==> src/rtl/assert_macros.svh <==
// Assertion macros used by the top level of the probe reply classifier.
`ifndef ASSERT_MACROS_SVH
`define ASSERT_MACROS_SVH
`ifndef SYNTHESIS
`define IPRC_ASSERT(lbl, clk, rst_n, prop) \
    lbl: assert property (@(posedge clk) disable iff (!rst_n) prop) \
        else $error("assertion failed");
`define IPRC_ASSERT_ALWAYS(lbl, clk, prop) \
    lbl: assert property (@(posedge clk) prop) \
        else $error("assertion failed");
`else
`define IPRC_ASSERT(lbl, clk, rst_n, prop)
`define IPRC_ASSERT_ALWAYS(lbl, clk, prop)
`endif
`endif

==> src/rtl/iprc_pkg.sv <==
// Types and constants of the ICMP probe reply classifier.
package iprc_pkg;

    // Bits needed to hold a length up to the receive buffer size.
    localparam int LEN_W              = 11;
    localparam int RECV_BUF_BYTES     = 1500;
    localparam int ICMP_HDR_BYTES     = 8;
    localparam int MIN_IP_HDR_BYTES   = 20;
    localparam int PORT_BYTES         = 4;
    localparam int PROTO_OFFSET       = 9;

    localparam logic [7:0]  PROTO_UDP           = 8'd17;
    localparam logic [7:0]  ICMP_TIME_EXCEEDED  = 8'd11;
    localparam logic [7:0]  ICMP_DEST_UNREACH   = 8'd3;
    localparam logic [7:0]  CODE_TTL_IN_TRANSIT = 8'd0;
    localparam logic [7:0]  CODE_PORT_UNREACH   = 8'd3;
    localparam logic [15:0] DST_BASE_RST        = 16'd33434;

    // Register indexes on the configuration port.
    localparam logic REG_SRC_PORT = 1'b0;
    localparam logic REG_DST_BASE = 1'b1;

    typedef enum logic [1:0] {
        VERDICT_IGNORED = 2'd0,
        VERDICT_HOP     = 2'd1,
        VERDICT_REACHED = 2'd2,
        VERDICT_UNREACH = 2'd3
    } t_verdict;

    // Fields captured from one packet.
    typedef struct packed {
        logic [5:0]  outer_hlen;
        logic [7:0]  reply_type;
        logic [7:0]  reply_code;
        logic [5:0]  inner_hlen;
        logic [7:0]  inner_proto;
        logic [15:0] src_port;
        logic [15:0] dst_port;
    } t_pkt_fields;

endpackage

==> src/rtl/icmp_probe_reply_classifier_top.sv <==
// Top level of the ICMP probe reply classifier with its stream and APB ports.

// Takes a received IPv4 packet one byte per item, with tlast on its final byte, and
// gives one verdict item per packet: ignored, router hop, destination reached, or
// another unreachable with its ICMP code. A byte is accepted in every clock cycle,
// also while one verdict waits at the output; the capture stage folds one byte into
// the per-packet fields each cycle. The input stalls only when a last byte finds the
// classify stage still holding an earlier verdict behind a blocked output, and it
// moves again at the edge where the waiting verdict is taken. The last byte of a packet
// passes through the input register, capture stage and classify stage into the output
// register before its verdict is ready. Only the first 1500 bytes of a packet are
// inspected. Write the probe ports over APB only while no packet is in flight.
module icmp_probe_reply_classifier_top #(
    parameter int MAX_PACKET_BYTES = 2047
) (
    input  logic        i_clk,
    input  logic        i_rst_n,
    // Byte stream in.
    input  logic        i_s_tvalid,
    output logic        o_s_tready,
    input  logic [23:0] i_s_tdata,   // [7:0] packet_byte, [23:8] probe_number
    input  logic        i_s_tlast,   // end_of_packet
    // Verdict stream out.
    output logic        o_m_tvalid,
    input  logic        i_m_tready,
    output logic [15:0] o_m_tdata,   // [1:0] verdict, [9:2] unreach_code, [15:10] zero
    // Configuration port.
    input  logic        psel,
    input  logic        penable,
    input  logic        pwrite,
    input  logic [2:0]  paddr,
    input  logic [31:0] pwdata,
    output logic [31:0] prdata,
    output logic        pready
);
    import iprc_pkg::*;

    `include "assert_macros.svh"

    localparam int PW = $clog2(MAX_PACKET_BYTES + 1);
    localparam int XW = (PW > LEN_W) ? PW : LEN_W;

    // Configuration registers.
    logic [15:0] r_src_port;
    logic [15:0] r_dst_base;
    logic        cfg_wr;
    logic        cfg_idx;

    assign cfg_idx = paddr[2];
    assign cfg_wr  = psel && penable && pwrite && pready;
    assign pready  = 1'b1;

    always_ff @(posedge i_clk) begin
        if (!i_rst_n) begin
            r_src_port <= '0;
            r_dst_base <= DST_BASE_RST;
        end else if (cfg_wr) begin
            unique case (cfg_idx)
                REG_SRC_PORT: r_src_port <= pwdata[15:0];
                REG_DST_BASE: r_dst_base <= pwdata[15:0];
                default: ;
            endcase
        end
    end

    always_comb begin
        unique case (cfg_idx)
            REG_SRC_PORT: prdata = {16'd0, r_src_port};
            REG_DST_BASE: prdata = {16'd0, r_dst_base};
            default:      prdata = '0;
        endcase
    end

    // Pipeline control.
    logic        r_i_valid;
    logic [7:0]  r_i_byte;
    logic        r_i_last;
    logic [15:0] r_i_probe;
    logic        r_c_valid;
    logic        r_o_valid;
    logic        out_free;
    logic        c_go;
    logic        c_free;
    logic        i_go;
    logic        s_acc;

    assign out_free   = !r_o_valid || i_m_tready;
    assign c_go       = r_c_valid && out_free;
    assign c_free     = !r_c_valid || out_free;
    assign i_go       = r_i_valid && (!r_i_last || c_free);
    assign o_s_tready = !r_i_valid || i_go;
    assign s_acc      = i_s_tvalid && o_s_tready;

    always_ff @(posedge i_clk) begin
        if (!i_rst_n) begin
            r_i_valid <= 1'b0;
        end else if (s_acc) begin
            r_i_valid <= 1'b1;
        end else if (i_go) begin
            r_i_valid <= 1'b0;
        end
    end

    always_ff @(posedge i_clk) begin
        if (s_acc) begin
            r_i_byte  <= i_s_tdata[7:0];
            r_i_probe <= i_s_tdata[23:8];
            r_i_last  <= i_s_tlast;
        end
    end

    // Capture stage.
    logic [PW-1:0]    r_pos;
    logic [PW-1:0]    pos_inc;
    logic [XW-1:0]    pos_ext;
    logic [XW-1:0]    inc_ext;
    logic             cap_en;
    logic             below_max;
    logic [LEN_W-1:0] pkt_len;
    t_pkt_fields      r_fields;
    t_pkt_fields      cap_fields;
    t_pkt_fields      upd_fields;

    assign pos_ext   = XW'(r_pos);
    assign below_max = pos_ext < XW'(MAX_PACKET_BYTES);
    assign cap_en    = below_max && (pos_ext < XW'(RECV_BUF_BYTES));
    assign pos_inc   = below_max ? (r_pos + PW'(1)) : r_pos;
    assign inc_ext   = XW'(pos_inc);
    assign pkt_len   = (inc_ext > XW'(RECV_BUF_BYTES)) ? LEN_W'(RECV_BUF_BYTES)
                                                       : inc_ext[LEN_W-1:0];

    iprc_capture u_capture (
        .i_pos    (pos_ext[LEN_W-1:0]),
        .i_byte   (r_i_byte),
        .i_fields (r_fields),
        .o_fields (cap_fields)
    );

    assign upd_fields = cap_en ? cap_fields : r_fields;

    always_ff @(posedge i_clk) begin
        if (!i_rst_n) begin
            r_pos    <= '0;
            r_fields <= '0;
        end else if (i_go) begin
            if (r_i_last) begin
                r_pos    <= '0;
                r_fields <= '0;
            end else begin
                r_pos    <= pos_inc;
                r_fields <= upd_fields;
            end
        end
    end

    // Classify stage holds a snapshot of the finished packet.
    t_pkt_fields      r_c_fields;
    logic [LEN_W-1:0] r_c_len;
    logic [15:0]      r_c_probe;
    t_verdict         verdict;
    logic [7:0]       code;

    always_ff @(posedge i_clk) begin
        if (!i_rst_n) begin
            r_c_valid <= 1'b0;
        end else if (i_go && r_i_last) begin
            r_c_valid <= 1'b1;
        end else if (c_go) begin
            r_c_valid <= 1'b0;
        end
    end

    always_ff @(posedge i_clk) begin
        if (i_go && r_i_last) begin
            r_c_fields <= upd_fields;
            r_c_len    <= pkt_len;
            r_c_probe  <= r_i_probe;
        end
    end

    iprc_classify u_classify (
        .i_fields   (r_c_fields),
        .i_len      (r_c_len),
        .i_probe    (r_c_probe),
        .i_src_port (r_src_port),
        .i_dst_base (r_dst_base),
        .o_verdict  (verdict),
        .o_code     (code)
    );

    // Output register.
    t_verdict   r_o_verdict;
    logic [7:0] r_o_code;

    always_ff @(posedge i_clk) begin
        if (!i_rst_n) begin
            r_o_valid <= 1'b0;
        end else if (c_go) begin
            r_o_valid <= 1'b1;
        end else if (i_m_tready) begin
            r_o_valid <= 1'b0;
        end
    end

    always_ff @(posedge i_clk) begin
        if (c_go) begin
            r_o_verdict <= verdict;
            r_o_code    <= code;
        end
    end

    assign o_m_tvalid = r_o_valid;
    assign o_m_tdata  = {6'd0, r_o_code, r_o_verdict};

    // A new verdict only appears after a packet sat in the classify stage.
    `IPRC_ASSERT(a_out_from_cls, i_clk, i_rst_n, $rose(r_o_valid) |-> $past(r_c_valid))
    // A finished packet leaves the position counter cleared for the next one.
    `IPRC_ASSERT(a_pos_cleared, i_clk, i_rst_n, (i_go && r_i_last) |=> (r_pos == '0))
    // A waiting snapshot is never dropped while the output is blocked.
    `IPRC_ASSERT(a_cls_held, i_clk, i_rst_n, (r_c_valid && !out_free) |=> r_c_valid)
    // The code field is zero for every verdict but another unreachable.
    `IPRC_ASSERT(a_code_zero, i_clk, i_rst_n,
        (r_o_valid && (r_o_verdict != VERDICT_UNREACH)) |-> (r_o_code == 8'd0))

endmodule

==> src/rtl/iprc_capture.sv <==
// Field capture: updates the per-packet fields from one byte at its position.
module iprc_capture (
    input  logic [iprc_pkg::LEN_W-1:0] i_pos,
    input  logic [7:0]                 i_byte,
    input  iprc_pkg::t_pkt_fields      i_fields,
    output iprc_pkg::t_pkt_fields      o_fields
);
    import iprc_pkg::*;

    logic [5:0]       hl1;
    logic [5:0]       hl2;
    logic [5:0]       nib_len;
    logic [LEN_W-1:0] inner_at;
    logic [LEN_W-1:0] ports_at;

    assign nib_len = {i_byte[3:0], 2'b00};

    // Offsets use header lengths that include the current byte, so a zero
    // header length lets one byte land in several fields.
    always_comb begin
        o_fields = i_fields;
        hl1      = i_fields.outer_hlen;
        if (i_pos == '0) begin
            hl1                 = nib_len;
            o_fields.outer_hlen = nib_len;
        end
        inner_at = LEN_W'(hl1) + LEN_W'(ICMP_HDR_BYTES);
        hl2      = i_fields.inner_hlen;
        if (i_pos == inner_at) begin
            hl2                 = nib_len;
            o_fields.inner_hlen = nib_len;
        end
        ports_at = inner_at + LEN_W'(hl2);

        if (i_pos == LEN_W'(hl1))
            o_fields.reply_type = i_byte;
        if (i_pos == LEN_W'(hl1) + LEN_W'(1))
            o_fields.reply_code = i_byte;
        if (i_pos == inner_at + LEN_W'(PROTO_OFFSET))
            o_fields.inner_proto = i_byte;
        if (i_pos == ports_at)
            o_fields.src_port[15:8] = i_byte;
        if (i_pos == ports_at + LEN_W'(1))
            o_fields.src_port[7:0] = i_byte;
        if (i_pos == ports_at + LEN_W'(2))
            o_fields.dst_port[15:8] = i_byte;
        if (i_pos == ports_at + LEN_W'(3))
            o_fields.dst_port[7:0] = i_byte;
    end

endmodule

==> src/rtl/iprc_classify.sv <==
// Verdict logic: length checks, port match and ICMP type decode.
module iprc_classify (
    input  iprc_pkg::t_pkt_fields      i_fields,
    input  logic [iprc_pkg::LEN_W-1:0] i_len,
    input  logic [15:0]                i_probe,
    input  logic [15:0]                i_src_port,
    input  logic [15:0]                i_dst_base,
    output iprc_pkg::t_verdict         o_verdict,
    output logic [7:0]                 o_code
);
    import iprc_pkg::*;

    logic [LEN_W-1:0] icmp_len;
    logic [15:0]      exp_dst;
    logic             too_short;
    logic             hop;
    logic             unreach;
    logic             short_inner;
    logic             short_ports;
    logic             match;

    assign exp_dst     = i_dst_base + i_probe;
    assign too_short   = i_len < (LEN_W'(i_fields.outer_hlen) + LEN_W'(ICMP_HDR_BYTES));
    assign icmp_len    = i_len - LEN_W'(i_fields.outer_hlen);
    assign hop         = (i_fields.reply_type == ICMP_TIME_EXCEEDED) &&
                         (i_fields.reply_code == CODE_TTL_IN_TRANSIT);
    assign unreach     = (i_fields.reply_type == ICMP_DEST_UNREACH);
    assign short_inner = icmp_len < LEN_W'(ICMP_HDR_BYTES + MIN_IP_HDR_BYTES);
    assign short_ports = icmp_len < (LEN_W'(ICMP_HDR_BYTES + PORT_BYTES) +
                                     LEN_W'(i_fields.inner_hlen));
    assign match       = (i_fields.inner_proto == PROTO_UDP) &&
                         (i_fields.src_port == i_src_port) &&
                         (i_fields.dst_port == exp_dst);

    always_comb begin
        o_verdict = VERDICT_IGNORED;
        if (!too_short && (hop || unreach) && !short_inner && !short_ports && match) begin
            if (hop)
                o_verdict = VERDICT_HOP;
            else if (i_fields.reply_code == CODE_PORT_UNREACH)
                o_verdict = VERDICT_REACHED;
            else
                o_verdict = VERDICT_UNREACH;
        end
        o_code = (o_verdict == VERDICT_UNREACH) ? i_fields.reply_code : 8'd0;
    end

endmodule

==> config.mk <==
export PLATFORM = sky130hd
export DESIGN_NAME = icmp_probe_reply_classifier_top
export DESIGN_NICKNAME = d
export VERILOG_FILES = /design/src/rtl/iprc_pkg.sv /design/src/rtl/icmp_probe_reply_classifier_top.sv /design/src/rtl/iprc_capture.sv /design/src/rtl/iprc_classify.sv
export VERILOG_INCLUDE_DIRS = /design/src /design/src/rtl
export SDC_FILE = /design/constraint.sdc
export NUM_CORES = 1
export LEC_CHECK = 0
export BUFFER_PORTS_ARGS = -buffer_cell sky130_fd_sc_hd__buf_2
export CAP_MARGIN = 40
export CORE_MARGIN = 2
export CORE_UTILIZATION = 45
export CTS_CLUSTER_SIZE = 10
export DETAILED_ROUTE_END_ITERATION = 10
export HOLD_SLACK_MARGIN = 0.12
export PLACE_DENSITY = 0.62
export SLEW_MARGIN = 15
export SYNTH_ARGS = -nofsm -noshare
export SYNTH_HDL_FRONTEND = slang
export SYNTH_HIERARCHICAL = 1
export SYNTH_SLANG_ARGS = --single-unit
==> constraint.sdc <==
create_clock -name i_clk -period 5.65 [get_ports i_clk]
set_input_delay 0.8475 -clock i_clk [delete_from_list [all_inputs] [get_ports i_clk]]
set_output_delay 0.8475 -clock i_clk [all_outputs]
set_load 0.02 [all_outputs]
==> flow_metrics.env, run 1 <==
export IMPL_status="finished, final reports clean"
export IMPL_pwr_share_clk_pct=41.0
export IMPL_wl_mm=34.8
export IMPL_pre_cts_ws_ns=-0.151
export IMPL_cts_tree="done"
export IMPL_switching_share_pct=24.9
export IMPL_initial_core_util_pct=46.0
export IMPL_die_area_um2=31900
export IMPL_worst_setup_path_start_kind="register"
export IMPL_drt_vias_per_instance=5.63
export IMPL_coreArea_um2=29900
export IMPL_synth_cell_type_count=89
export IMPL_cts_buffer_depth=3
export IMPL_synthFlopType="edfxtp_1"
export IMPL_first_pass_iters=6
export IMPL_worstHoldStart="r_i_probe[3]"
export IMPL_hpwlAfterDp_mm=24.2
export IMPL_hold_path_class="register to register"
export IMPL_cp_data_required_time_ns=6.07
export IMPL_postLayoutCoreUtil_pct=54.9
export IMPL_max_cap_violations=0
export IMPL_finalNonFillerCells=1852
export IMPL_synth_xor_area_share_pct=5.53
export IMPL_drive_gt1_share_pct=29.6
export IMPL_fin_skew_ns=0.0197
export IMPL_worst_path_max_fanout=8
export IMPL_syn_area_per_cell_um2=10.6
export IMPL_worst_slew_pin_slew_ns=0.743
export IMPL_seqPwrFrac_pct=46.1
export IMPL_track_usage_pct=21.7
export IMPL_fin_crit_sh_pct=99.7
export IMPL_placed_cell_area_um2=15000
export IMPL_r2r_slack_ns=0.02
export IMPL_period_minus_slack_ns=5.63
export IMPL_synth_top_cell_area_share_pct=28.4
export IMPL_vias=10400
export IMPL_grt_setup_unrepaired="yes"
export IMPL_insertion_delay_ns=0.55
export IMPL_combPwrFrac_pct=12.9
export IMPL_cts_hold_buf=0
export IMPL_synth_edf_count=130
export IMPL_timing_rr_end="r_fields[3]"
export IMPL_p_int_mw=3.17
export IMPL_yosysWarnings=6
export IMPL_syn2layout_area_growth_pct=19.4
export IMPL_grt_overflow=0
export IMPL_r2r_start="pos_ext[10]"
export IMPL_first_global_vias=9945
export IMPL_place_inst=1781
export IMPL_io_buffers=76
export IMPL_io_pins=118
export IMPL_multi_input_area_um2=7400
export IMPL_fp_dieH_um=179
export IMPL_synth_commonest_cells="130 x edfxtp_1, 130 x mux2_2, 116 x nor2_1"
export IMPL_ys_top_cells_by_area="edfxtp_1 28%, dfxtp_1 17%, mux2_2 11%, ha_1 4.3%, a22oi_1 4.0%"
export IMPL_cts_sinks=244
export IMPL_yosysTopAreaCell="edfxtp_1"
export IMPL_grt_first_pass_wirelength_mm=54.6
export IMPL_synth_top_family_by_area="simple AND/OR/NAND/NOR gates"
export IMPL_hold_end="r_c_probe[3]"
export IMPL_first_iter_violations=767
export IMPL_path_clk_slew_ns=0.06
export IMPL_cellLeakagePower_nw=6.55
export IMPL_final_area_um2=16400
export IMPL_synthAdderAreaFrac_pct=4.79
export IMPL_synth_seq_area_share_pct=45.1
export IMPL_ff2ff_path_depth=25
export IMPL_p_switching_mw=1.05
export IMPL_fin_ws_ns=0.0180
export IMPL_fillers=2601
export IMPL_antenna_found_initial=1
export IMPL_relSlewSlack_pct=50.1
export IMPL_gp_congestion=0.884
export IMPL_whs_ns=0.418
export IMPL_drv_slew=0
export IMPL_die_w_um=179
export IMPL_cp_end_kind="register"
export IMPL_rows=63
export IMPL_grt_max_degree=74
export IMPL_hold_path_cell_count=0
export IMPL_netlist_instances=1297
export IMPL_cts_root_buf="clkbuf_16"
export IMPL_timing_final_hold_violations=0
export IMPL_ys_async_sr_fraction_pct=0
export IMPL_ys_seq_elements=244
export IMPL_power_density_nw_per_um2=257
export IMPL_layout_nets=1554
export IMPL_finalSetupViolations=0
export IMPL_wl_per_cell_um=18.8
export IMPL_ant_nets=0
export IMPL_drc=0
export IMPL_synth_cell_area_um2=13700
export IMPL_peakVddDrop_mv=0.236
export IMPL_seq_area_um2=6190
export IMPL_critPathArrivalTime_ns=6.05
export IMPL_cts_buffers=30
export IMPL_synthMuxAreaShare_pct=13.3
export IMPL_synth_compound_area_share_pct=13.0
export IMPL_fmax_mhz=178
export IMPL_synth_simple_area_share_pct=13.5
export IMPL_htree_levels=1
export IMPL_critPathKind="register to register"
## power by group through the flow
stage	sequential (mW)	combinational (mW)	clock [mW]
5_1_grt	1.95	0.592	1.83
6_report	1.94	0.545	1.73
3_5_place_dp	1.98	0.495	0
4_1_cts	1.94	0.522	1.76
3_3_place_gp	1.98	0.482	0
2_1_floorplan	1.97	0.326	0
## cell families after synthesis
kind of cell	count (synthesis)
adder cells (fa/ha/maj)	51
XOR/XNOR	85
buffers and inverters	131
AO/OA/AOI/OAI	254
AND/OR/NAND/NOR	374
flip-flops	244
other	2
multiplexers	156
## area by class of cell
| type | instances | area share (%) |
|---|---|---|
| sequential | 244 | 37.7 |
| timing repair buffer | 178 | 7.84 |
| clock inverter | 3 | 0.145 |
| multi-input combinational | 943 | 45.1 |
| inverter | 40 | 0.931 |
| antenna | 1 | 0.0153 |
| clock buffer | 53 | 5.23 |
| tap | 390 | 2.98 |
## what timing repair did
item	CTS	global route
endpoints found under the setup margin	40	50
hold endpoints to repair	0	0
buffers inserted	6	7
gates resized for setup	25	53
pin swaps	12	10
## metal layers
metal  global-route usage [%]  wire, um
met1                     31.3     16100
met2                     34.3     16000
met3                     3.27      1870
met4                     5.22       815
met5                        0         0
## stage by stage
stage / setup TNS (ns) / power (mW)
final: 0 / 4.22
after CTS: 0 / 4.23
after global placement: -3.20 / 2.46
after detailed placement: -3.46 / 2.48
after floorplan: -0.0631 / 2.29
after global routing: -3.02 / 4.37
## flip-flops by register name (all words and copies together) (netlist names), 2 cells and up
signal,count
pos_ext,11
r_c_fields,68
r_c_len,11
r_c_probe,16
r_dst_base,16
r_fields,68
r_i_byte,8
r_i_probe,16
r_o_code,8
r_o_verdict,2
r_src_port,16
## how the worst max path moves through the flow
| stage | from | endpoint | slack [ns] | cells after the start |
|---|---|---|---|---|
| 4_1_cts | pos_ext[10] | r_fields[0] | 0.01 | 24 |
| 2_1_floorplan | pos_ext[4] | r_fields[0] | -0.008 | 24 |
| 6_report | pos_ext[10] | r_fields[3] | 0.02 | 25 |
| 5_1_grt | pos_ext[10] | r_fields[3] | -0.21 | 25 |
| 3_5_place_dp | pos_ext[7] | r_fields[19] | -0.15 | 23 |
| 3_3_place_gp | pos_ext[7] | r_fields[22] | -0.15 | 23 |
## layout by cell type (no fill, tap or decap), types with 8 or more instances in the layout
cell       instances
buf_2             76
a211oi_1          13
ha_1              42
mux2_4            46
inv_1             38
edfxtp_1         130
nand3_1           35
nor3_1            14
nor2_1           112
buf_4             89
clkbuf_1          22
nor4_1             8
clkbuf_16         31
and3_1            16
a22oi_2           11
a22oi_1           63
a31oi_1           12
conb_1            23
a21oi_1           59
o21ai_0           27
xor2_1            29
mux2_2           105
dfxtp_1          113
o211ai_1           8
nand2_1          102
nand4_1           20
xnor2_1           49
## worst max-delay path: stages, from the launching register on
cell and delay [ns]:
dfxtp_2 0.33, nor4_4 0.25, buf_4 0.18, nand3_4 0.13
mux2_4 0.37, ha_4 0.23, xnor2_2 0.13, nor2_1 0.12
nand4_1 0.20, buf_4 0.21, mux2_4 0.33, ha_4 0.23
or2_4 0.25, buf_6 0.12, a21oi_4 0.17, nor2_4 0.07
or3_1 0.33, a221oi_2 0.25, o2111ai_2 0.17, nor4_4 0.36
buf_12 0.17, buf_4 0.11, mux2_4 0.28, mux2_4 0.27
a22oi_2 0.16, nor2_1 0.05
Power figures use the tool's default switching activity.
==> run 2, diff against run 1 <==
--- a/config.mk
+++ b/config.mk
@@ -9,11 +9,11 @@
 export BUFFER_PORTS_ARGS = -buffer_cell sky130_fd_sc_hd__buf_2
 export CAP_MARGIN = 40
 export CORE_MARGIN = 2
-export CORE_UTILIZATION = 45
+export CORE_UTILIZATION = 55
 export CTS_CLUSTER_SIZE = 10
 export DETAILED_ROUTE_END_ITERATION = 10
 export HOLD_SLACK_MARGIN = 0.12
-export PLACE_DENSITY = 0.62
+export PLACE_DENSITY = 0.74
 export SLEW_MARGIN = 15
 export SYNTH_ARGS = -nofsm -noshare
 export SYNTH_HDL_FRONTEND = slang
==> run 2 against run 1 <==
Against the previous run: fmax is 2.7% higher; setup slack gained 0.15 ns; non-clock buffer count is 12 lower; critical path depth is 1 higher.
==> flow_metrics.env, run 2 (synthesis gave the netlist of run 1 again) <==
export IMPL_status="finished, final reports clean"
export IMPL_drt_vias_per_instance=6.03
export IMPL_antenna_cells=0
export IMPL_timing_final_hold_violations=0
export IMPL_finalNonFillerCells=1771
export IMPL_pre_cts_ws_ns=-0.251
export IMPL_slowest_delay_ns=0.41
export IMPL_initial_core_util_pct=56.3
export IMPL_ff2ff_path_depth=26
export IMPL_vias=10700
export IMPL_startpoint="pos_ext[7]"
export IMPL_cp_end_kind="register"
export IMPL_hold_path_class="register to register"
export IMPL_cts_hold_buf=0
export IMPL_worstHoldStart="r_i_probe[11]"
export IMPL_postLayoutCoreUtil_pct=66.1
export IMPL_max_cap_violations=0
export IMPL_worst_slew_pin_slew_ns=0.950
export IMPL_wl_per_cell_um=19.2
export IMPL_syn2layout_area_growth_pct=17.4
export IMPL_cts_root_buf="clkbuf_16"
export IMPL_power_density_nw_per_um2=261
export IMPL_grt_max_degree=74
export IMPL_cp_data_required_time_ns=6.06
export IMPL_io_pins=118
export IMPL_power_total_mw=4.20
export IMPL_worst_setup_path_start_kind="register"
export IMPL_fmax_mhz=182
export IMPL_die_w_um=162
export IMPL_fin_skew_ns=0.0231
export IMPL_slowest_stage="fa_2"
export IMPL_drc=0
export IMPL_grt_first_pass_wirelength_mm=53.1
export IMPL_gp_congestion=0.885
export IMPL_top_usage_layer="met2"
export IMPL_met3_usage_pct=2.96
export IMPL_first_iter_violations=933
export IMPL_critPathArrivalTime_ns=5.89
export IMPL_critPathKind="register to register"
export IMPL_io_buffers=76
export IMPL_fin_crit_sh_pct=97.0
export IMPL_cts_buffers=29
export IMPL_cts_buffer_depth=3
export IMPL_htree_levels=1
export IMPL_peakVddDrop_mv=0.272
export IMPL_cpLargestDelayFamily="simple AND/OR/NAND/NOR gates"
export IMPL_final_common_cell="edfxtp_1"
export IMPL_period_minus_slack_ns=5.48
export IMPL_fp_dieH_um=162
export IMPL_coreArea_um2=24400
export IMPL_first_pass_iters=8
export IMPL_use_met2_pct=41.3
export IMPL_fin_ws_ns=0.167
export IMPL_r2r_start="pos_ext[7]"
export IMPL_grt_overflow=0
export IMPL_fillers=1896
export IMPL_antenna_found_initial=0
export IMPL_place_inst=1709
export IMPL_track_usage_pct=25.2
export IMPL_wl_mm=34.0
export IMPL_insertion_delay_ns=0.55
export IMPL_die_area_um2=26200
export IMPL_drive_gt1_share_pct=29.6
export IMPL_first_global_vias=10100
export IMPL_hold_path_cell_count=0
export IMPL_rows=57
export IMPL_layout_nets=1541
export IMPL_cts_sinks=244
export IMPL_critical_path_buf_inv_count=5
export IMPL_cellLeakagePower_nw=6.41
export IMPL_reg_largest_list="r_c_fields x68, r_fields x68"
export IMPL_drv_slew=0
export IMPL_path_clk_slew_ns=0.06
export IMPL_worst_path_max_fanout=8
export IMPL_final_cell_mix="130 x edfxtp_1, 123 x mux2_2, 112 x nor2_1, 112 x dfxtp_1, 103 x nand2_1"
export IMPL_finalSetupViolations=0
export IMPL_use_met1_pct=35.9
export IMPL_hpwlAfterDp_mm=23.3
export IMPL_relSlewSlack_pct=36.6
export IMPL_ant_nets=0
export IMPL_setup_tns_ns=0
export IMPL_cts_tree="done"
export IMPL_cp_num_cells=26
## run 2: changes by cell type in the layout (fill, tap and decap cells not counted), sizes merged
cell | previous run | this run
clkinv | 1 | 0
buf | 178 | 166
clkbuf | 53 | 52
diode | 1 | 0
## run 2: cell type report
cell class	instances	area (um^2)	area share [%]
Clock buffer	52	842	5.23
Clock inverter	2	28.8	0.179
Inverter	40	153	0.947
Multi-Input combinational cell	943	7370	45.8
Sequential cell	244	6190	38.4
Tap cell	324	405	2.52
Timing Repair Buffer	166	1120	6.95
## run 2: what timing repair did
item                                    4_1_cts  5_1_grt
pin swaps                                    13       17
endpoints found under the setup margin       48       48
setup buffers                                 6        2
gates resized for setup                      24       50
## run 2: routing by layer
| metal | vias to the layer above | share of wire (%) | routed length, um |
|---|---|---|---|
| li1 | 5001 | - | - |
| met4 | 0 | 2.0 | 679 |
| met3 | 54 | 7.0 | 2370 |
| met5 | - | 0 | 0 |
| met2 | 401 | 47 | 16000 |
| met1 | 5218 | 44 | 15000 |
## run 2: worst reg2reg max path, delay by kind of cell (launching register included)
| family | cells | cell delay (ns) |
|---|---|---|
| compound gates | 2 | 0.40 |
| flops | 1 | 0.33 |
| fa+ha+maj | 4 | 1.03 |
| mux | 3 | 1.05 |
| simple gates | 9 | 1.40 |
| xor+xnor | 3 | 0.43 |
| buf+inv | 5 | 0.73 |
## run 2: final timing paths
| path | slack, ns | endpoint |
|---|---|---|
| max reg2reg | 0.17 | r_fields[12] |
| max | 0.17 | r_fields[12] |
| min | 0.42 | r_c_probe[11] |
| min reg2reg | 0.42 | r_c_probe[11] |
## run 2: power breakdown
part           switching (mW)  internal, mW
combinational           0.302         0.242
sequential             0.0343          1.91
clock                   0.709          1.00
total                    1.04          3.15
## run 2: metrics by stage
stage / cell area [um^2] / hold slack [ns]
3_5_place_dp: 14800 / 0.405
3_3_place_gp: 14800 / 0.403
4_1_cts: 15900 / 0.419
5_1_grt: 16100 / 0.420
6_report: 16100 / 0.417
2_1_floorplan: 13900 / 0.400
==> run 3, diff against run 2 <==
--- a/config.mk
+++ b/config.mk
@@ -13,6 +13,7 @@
 export CTS_CLUSTER_SIZE = 10
 export DETAILED_ROUTE_END_ITERATION = 10
 export HOLD_SLACK_MARGIN = 0.12
+export MAX_ROUTING_LAYER = met4
 export PLACE_DENSITY = 0.74
 export SLEW_MARGIN = 15
 export SYNTH_ARGS = -nofsm -noshare
==> run 3 against run 2 <==
Against the previous run: die area unchanged; setup slack got worse by 0.054 ns; global-route usage increased by 0.82 points; clock-buffer cell count decreased by 1; via count decreased by 0.84%; non-clock buffer count increased by 5.
==> flow_metrics.env, run 3 (synthesis gave the netlist of run 1 again) <==
export IMPL_status="finished, final reports clean"
export IMPL_reg_largest_list="r_c_fields x68, r_fields x68"
export IMPL_wl_per_cell_um=19.2
export IMPL_gp_congestion=0.908
export IMPL_multi_input_area_um2=7460
export IMPL_seq_area_um2=6190
export IMPL_path_clk_slew_ns=0.05
export IMPL_io_pins=118
export IMPL_syn2layout_area_growth_pct=18.3
export IMPL_insertion_delay_ns=0.53
export IMPL_grt_first_pass_wirelength_mm=52.9
export IMPL_grt_max_degree=74
export IMPL_die_area_um2=26200
export IMPL_cts_tree="done"
export IMPL_final_area_um2=16200
export IMPL_cts_sinks=244
export IMPL_cts_root_buf="clkbuf_16"
export IMPL_fin_ws_ns=0.112
export IMPL_worst_setup_path_start_kind="register"
export IMPL_setup_worst_path_end="r_fields[1]"
export IMPL_fin_crit_sh_pct=98.0
export IMPL_setup_tns_ns=0
export IMPL_timing_final_hold_violations=0
export IMPL_period_minus_slack_ns=5.54
export IMPL_critPathArrivalTime_ns=5.91
export IMPL_worst_path_max_fanout=8
export IMPL_cp_data_required_time_ns=6.03
export IMPL_finalSetupViolations=0
export IMPL_slowest_delay_ns=0.36
export IMPL_placed_cell_area_um2=14800
export IMPL_startpoint="pos_ext[7]"
export IMPL_r2r_slack_ns=0.11
export IMPL_first_pass_iters=5
export IMPL_cpMostUsedCell="buf_4"
export IMPL_drive_gt1_share_pct=30.0
export IMPL_cellLeakagePower_nw=6.45
export IMPL_layout_nets=1546
export IMPL_power_density_nw_per_um2=260
export IMPL_drt_vias_per_instance=5.96
export IMPL_finalNonFillerCells=1775
export IMPL_wl_mm=34.0
export IMPL_r2r_start="pos_ext[7]"
export IMPL_place_inst=1707
export IMPL_io_buffers=76
export IMPL_cp_end_kind="register"
export IMPL_antenna_found_initial=0
export IMPL_fillers=1846
export IMPL_grt_setup_unrepaired="yes"
export IMPL_critPathKind="register to register"
export IMPL_pre_cts_ws_ns=-0.272
export IMPL_fmax_mhz=181
export IMPL_fp_dieH_um=162
export IMPL_final_common_cell="edfxtp_1"
export IMPL_htree_levels=1
export IMPL_slowest_stage="mux2_4"
export IMPL_timing_rr_end="r_fields[1]"
export IMPL_vias=10600
export IMPL_final_cell_mix="130 x edfxtp_1, 121 x mux2_2, 113 x dfxtp_1"
export IMPL_rows=57
export IMPL_drv_slew=0
export IMPL_cts_hold_buf=0
export IMPL_relSlewSlack_pct=40.1
export IMPL_first_global_vias=10000
export IMPL_max_cap_violations=0
export IMPL_cts_buffers=29
export IMPL_antenna_cells=0
export IMPL_ant_nets=0
export IMPL_grt_overflow=0
export IMPL_fin_skew_ns=0.0127
export IMPL_initial_core_util_pct=56.3
export IMPL_track_usage_pct=26.0
export IMPL_hpwlAfterDp_mm=23.5
export IMPL_first_iter_violations=1013
export IMPL_die_w_um=162
export IMPL_drc=0
export IMPL_worst_slew_pin_slew_ns=0.899
export IMPL_cts_buffer_depth=3
export IMPL_ff2ff_path_depth=25
export IMPL_peakVddDrop_mv=0.280
export IMPL_coreArea_um2=24400
export IMPL_hold_path_class="register to register"
export IMPL_power_total_mw=4.22
==> run 3: cell count changes in the layout (fill, tap and decap cells not counted), sizes merged <==
cell / delta
buf: +5
clkbuf: -1
clkinv: +2
inv: -2
==> run 3: per-stage QoR <==
stage                     hold WS, ns  util, %
after floorplan                 0.400        -
after global placement          0.402     60.5
after detailed placement        0.405     60.8
after CTS                       0.419     65.0
after global routing            0.422     66.6
final                           0.420     66.6
==> run 3: area by class of cell <==
cell class	count	area share, %
Clock inverter	2	0.0616
Sequential cell	244	38.1
Inverter	40	0.939
Timing Repair Buffer	171	7.30
Clock buffer	51	5.23
Tap cell	324	2.49
Multi-Input combinational cell	943	45.9
==> run 3: metal layers <==
| layer | track usage, % | share of wire [%] |
|---|---|---|
| met2 | 40.4 | 46 |
| met5 | - | 0 |
| met1 | 36.2 | 45 |
| met3 | 2.89 | 6.2 |
| met4 | 7.56 | 2.8 |
==> run 3: repair_timing <==
action / in CTS / in global routing
setup endpoints to repair: 48 / 56
pin swaps: 11 / 17
gates resized for setup: 16 / 65
buffers inserted: 9 / 6
==> run 3: critical path, delay by kind of cell, from the launching register on <==
| family | cells | cell delay (ns) |
|---|---|---|
| AO/OA/AOI/OAI | 2 | 0.22 |
| adder cells (fa/ha/maj) | 2 | 0.54 |
| XOR/XNOR | 2 | 0.33 |
| buffers and inverters | 6 | 1.02 |
| flip-flops | 1 | 0.33 |
| multiplexers | 4 | 1.30 |
| AND/OR/NAND/NOR | 9 | 1.63 |
==> run 3: report_power, final <==
group | leakage, nW | total, mW | internal, mW | switching (mW)
clock network | 0.414 | 1.69 | 1.01 | 0.682
registers | 2.20 | 1.94 | 1.91 | 0.0332
logic | 3.84 | 0.594 | 0.271 | 0.323
==> run 3: how the worst min path moves through the flow <==
stage / from / end / slack [ns] / cells after the start
after global placement: r_i_probe[10] / r_c_probe[10] / 0.40 / 0
after global routing: r_i_probe[8] / r_c_probe[8] / 0.42 / 0
after detailed placement: r_i_probe[14] / r_c_probe[14] / 0.41 / 0
after floorplan: r_i_probe[0] / r_c_probe[0] / 0.40 / 0
final: r_i_probe[8] / r_c_probe[8] / 0.42 / 0
after CTS: r_i_probe[14] / r_c_probe[14] / 0.42 / 0
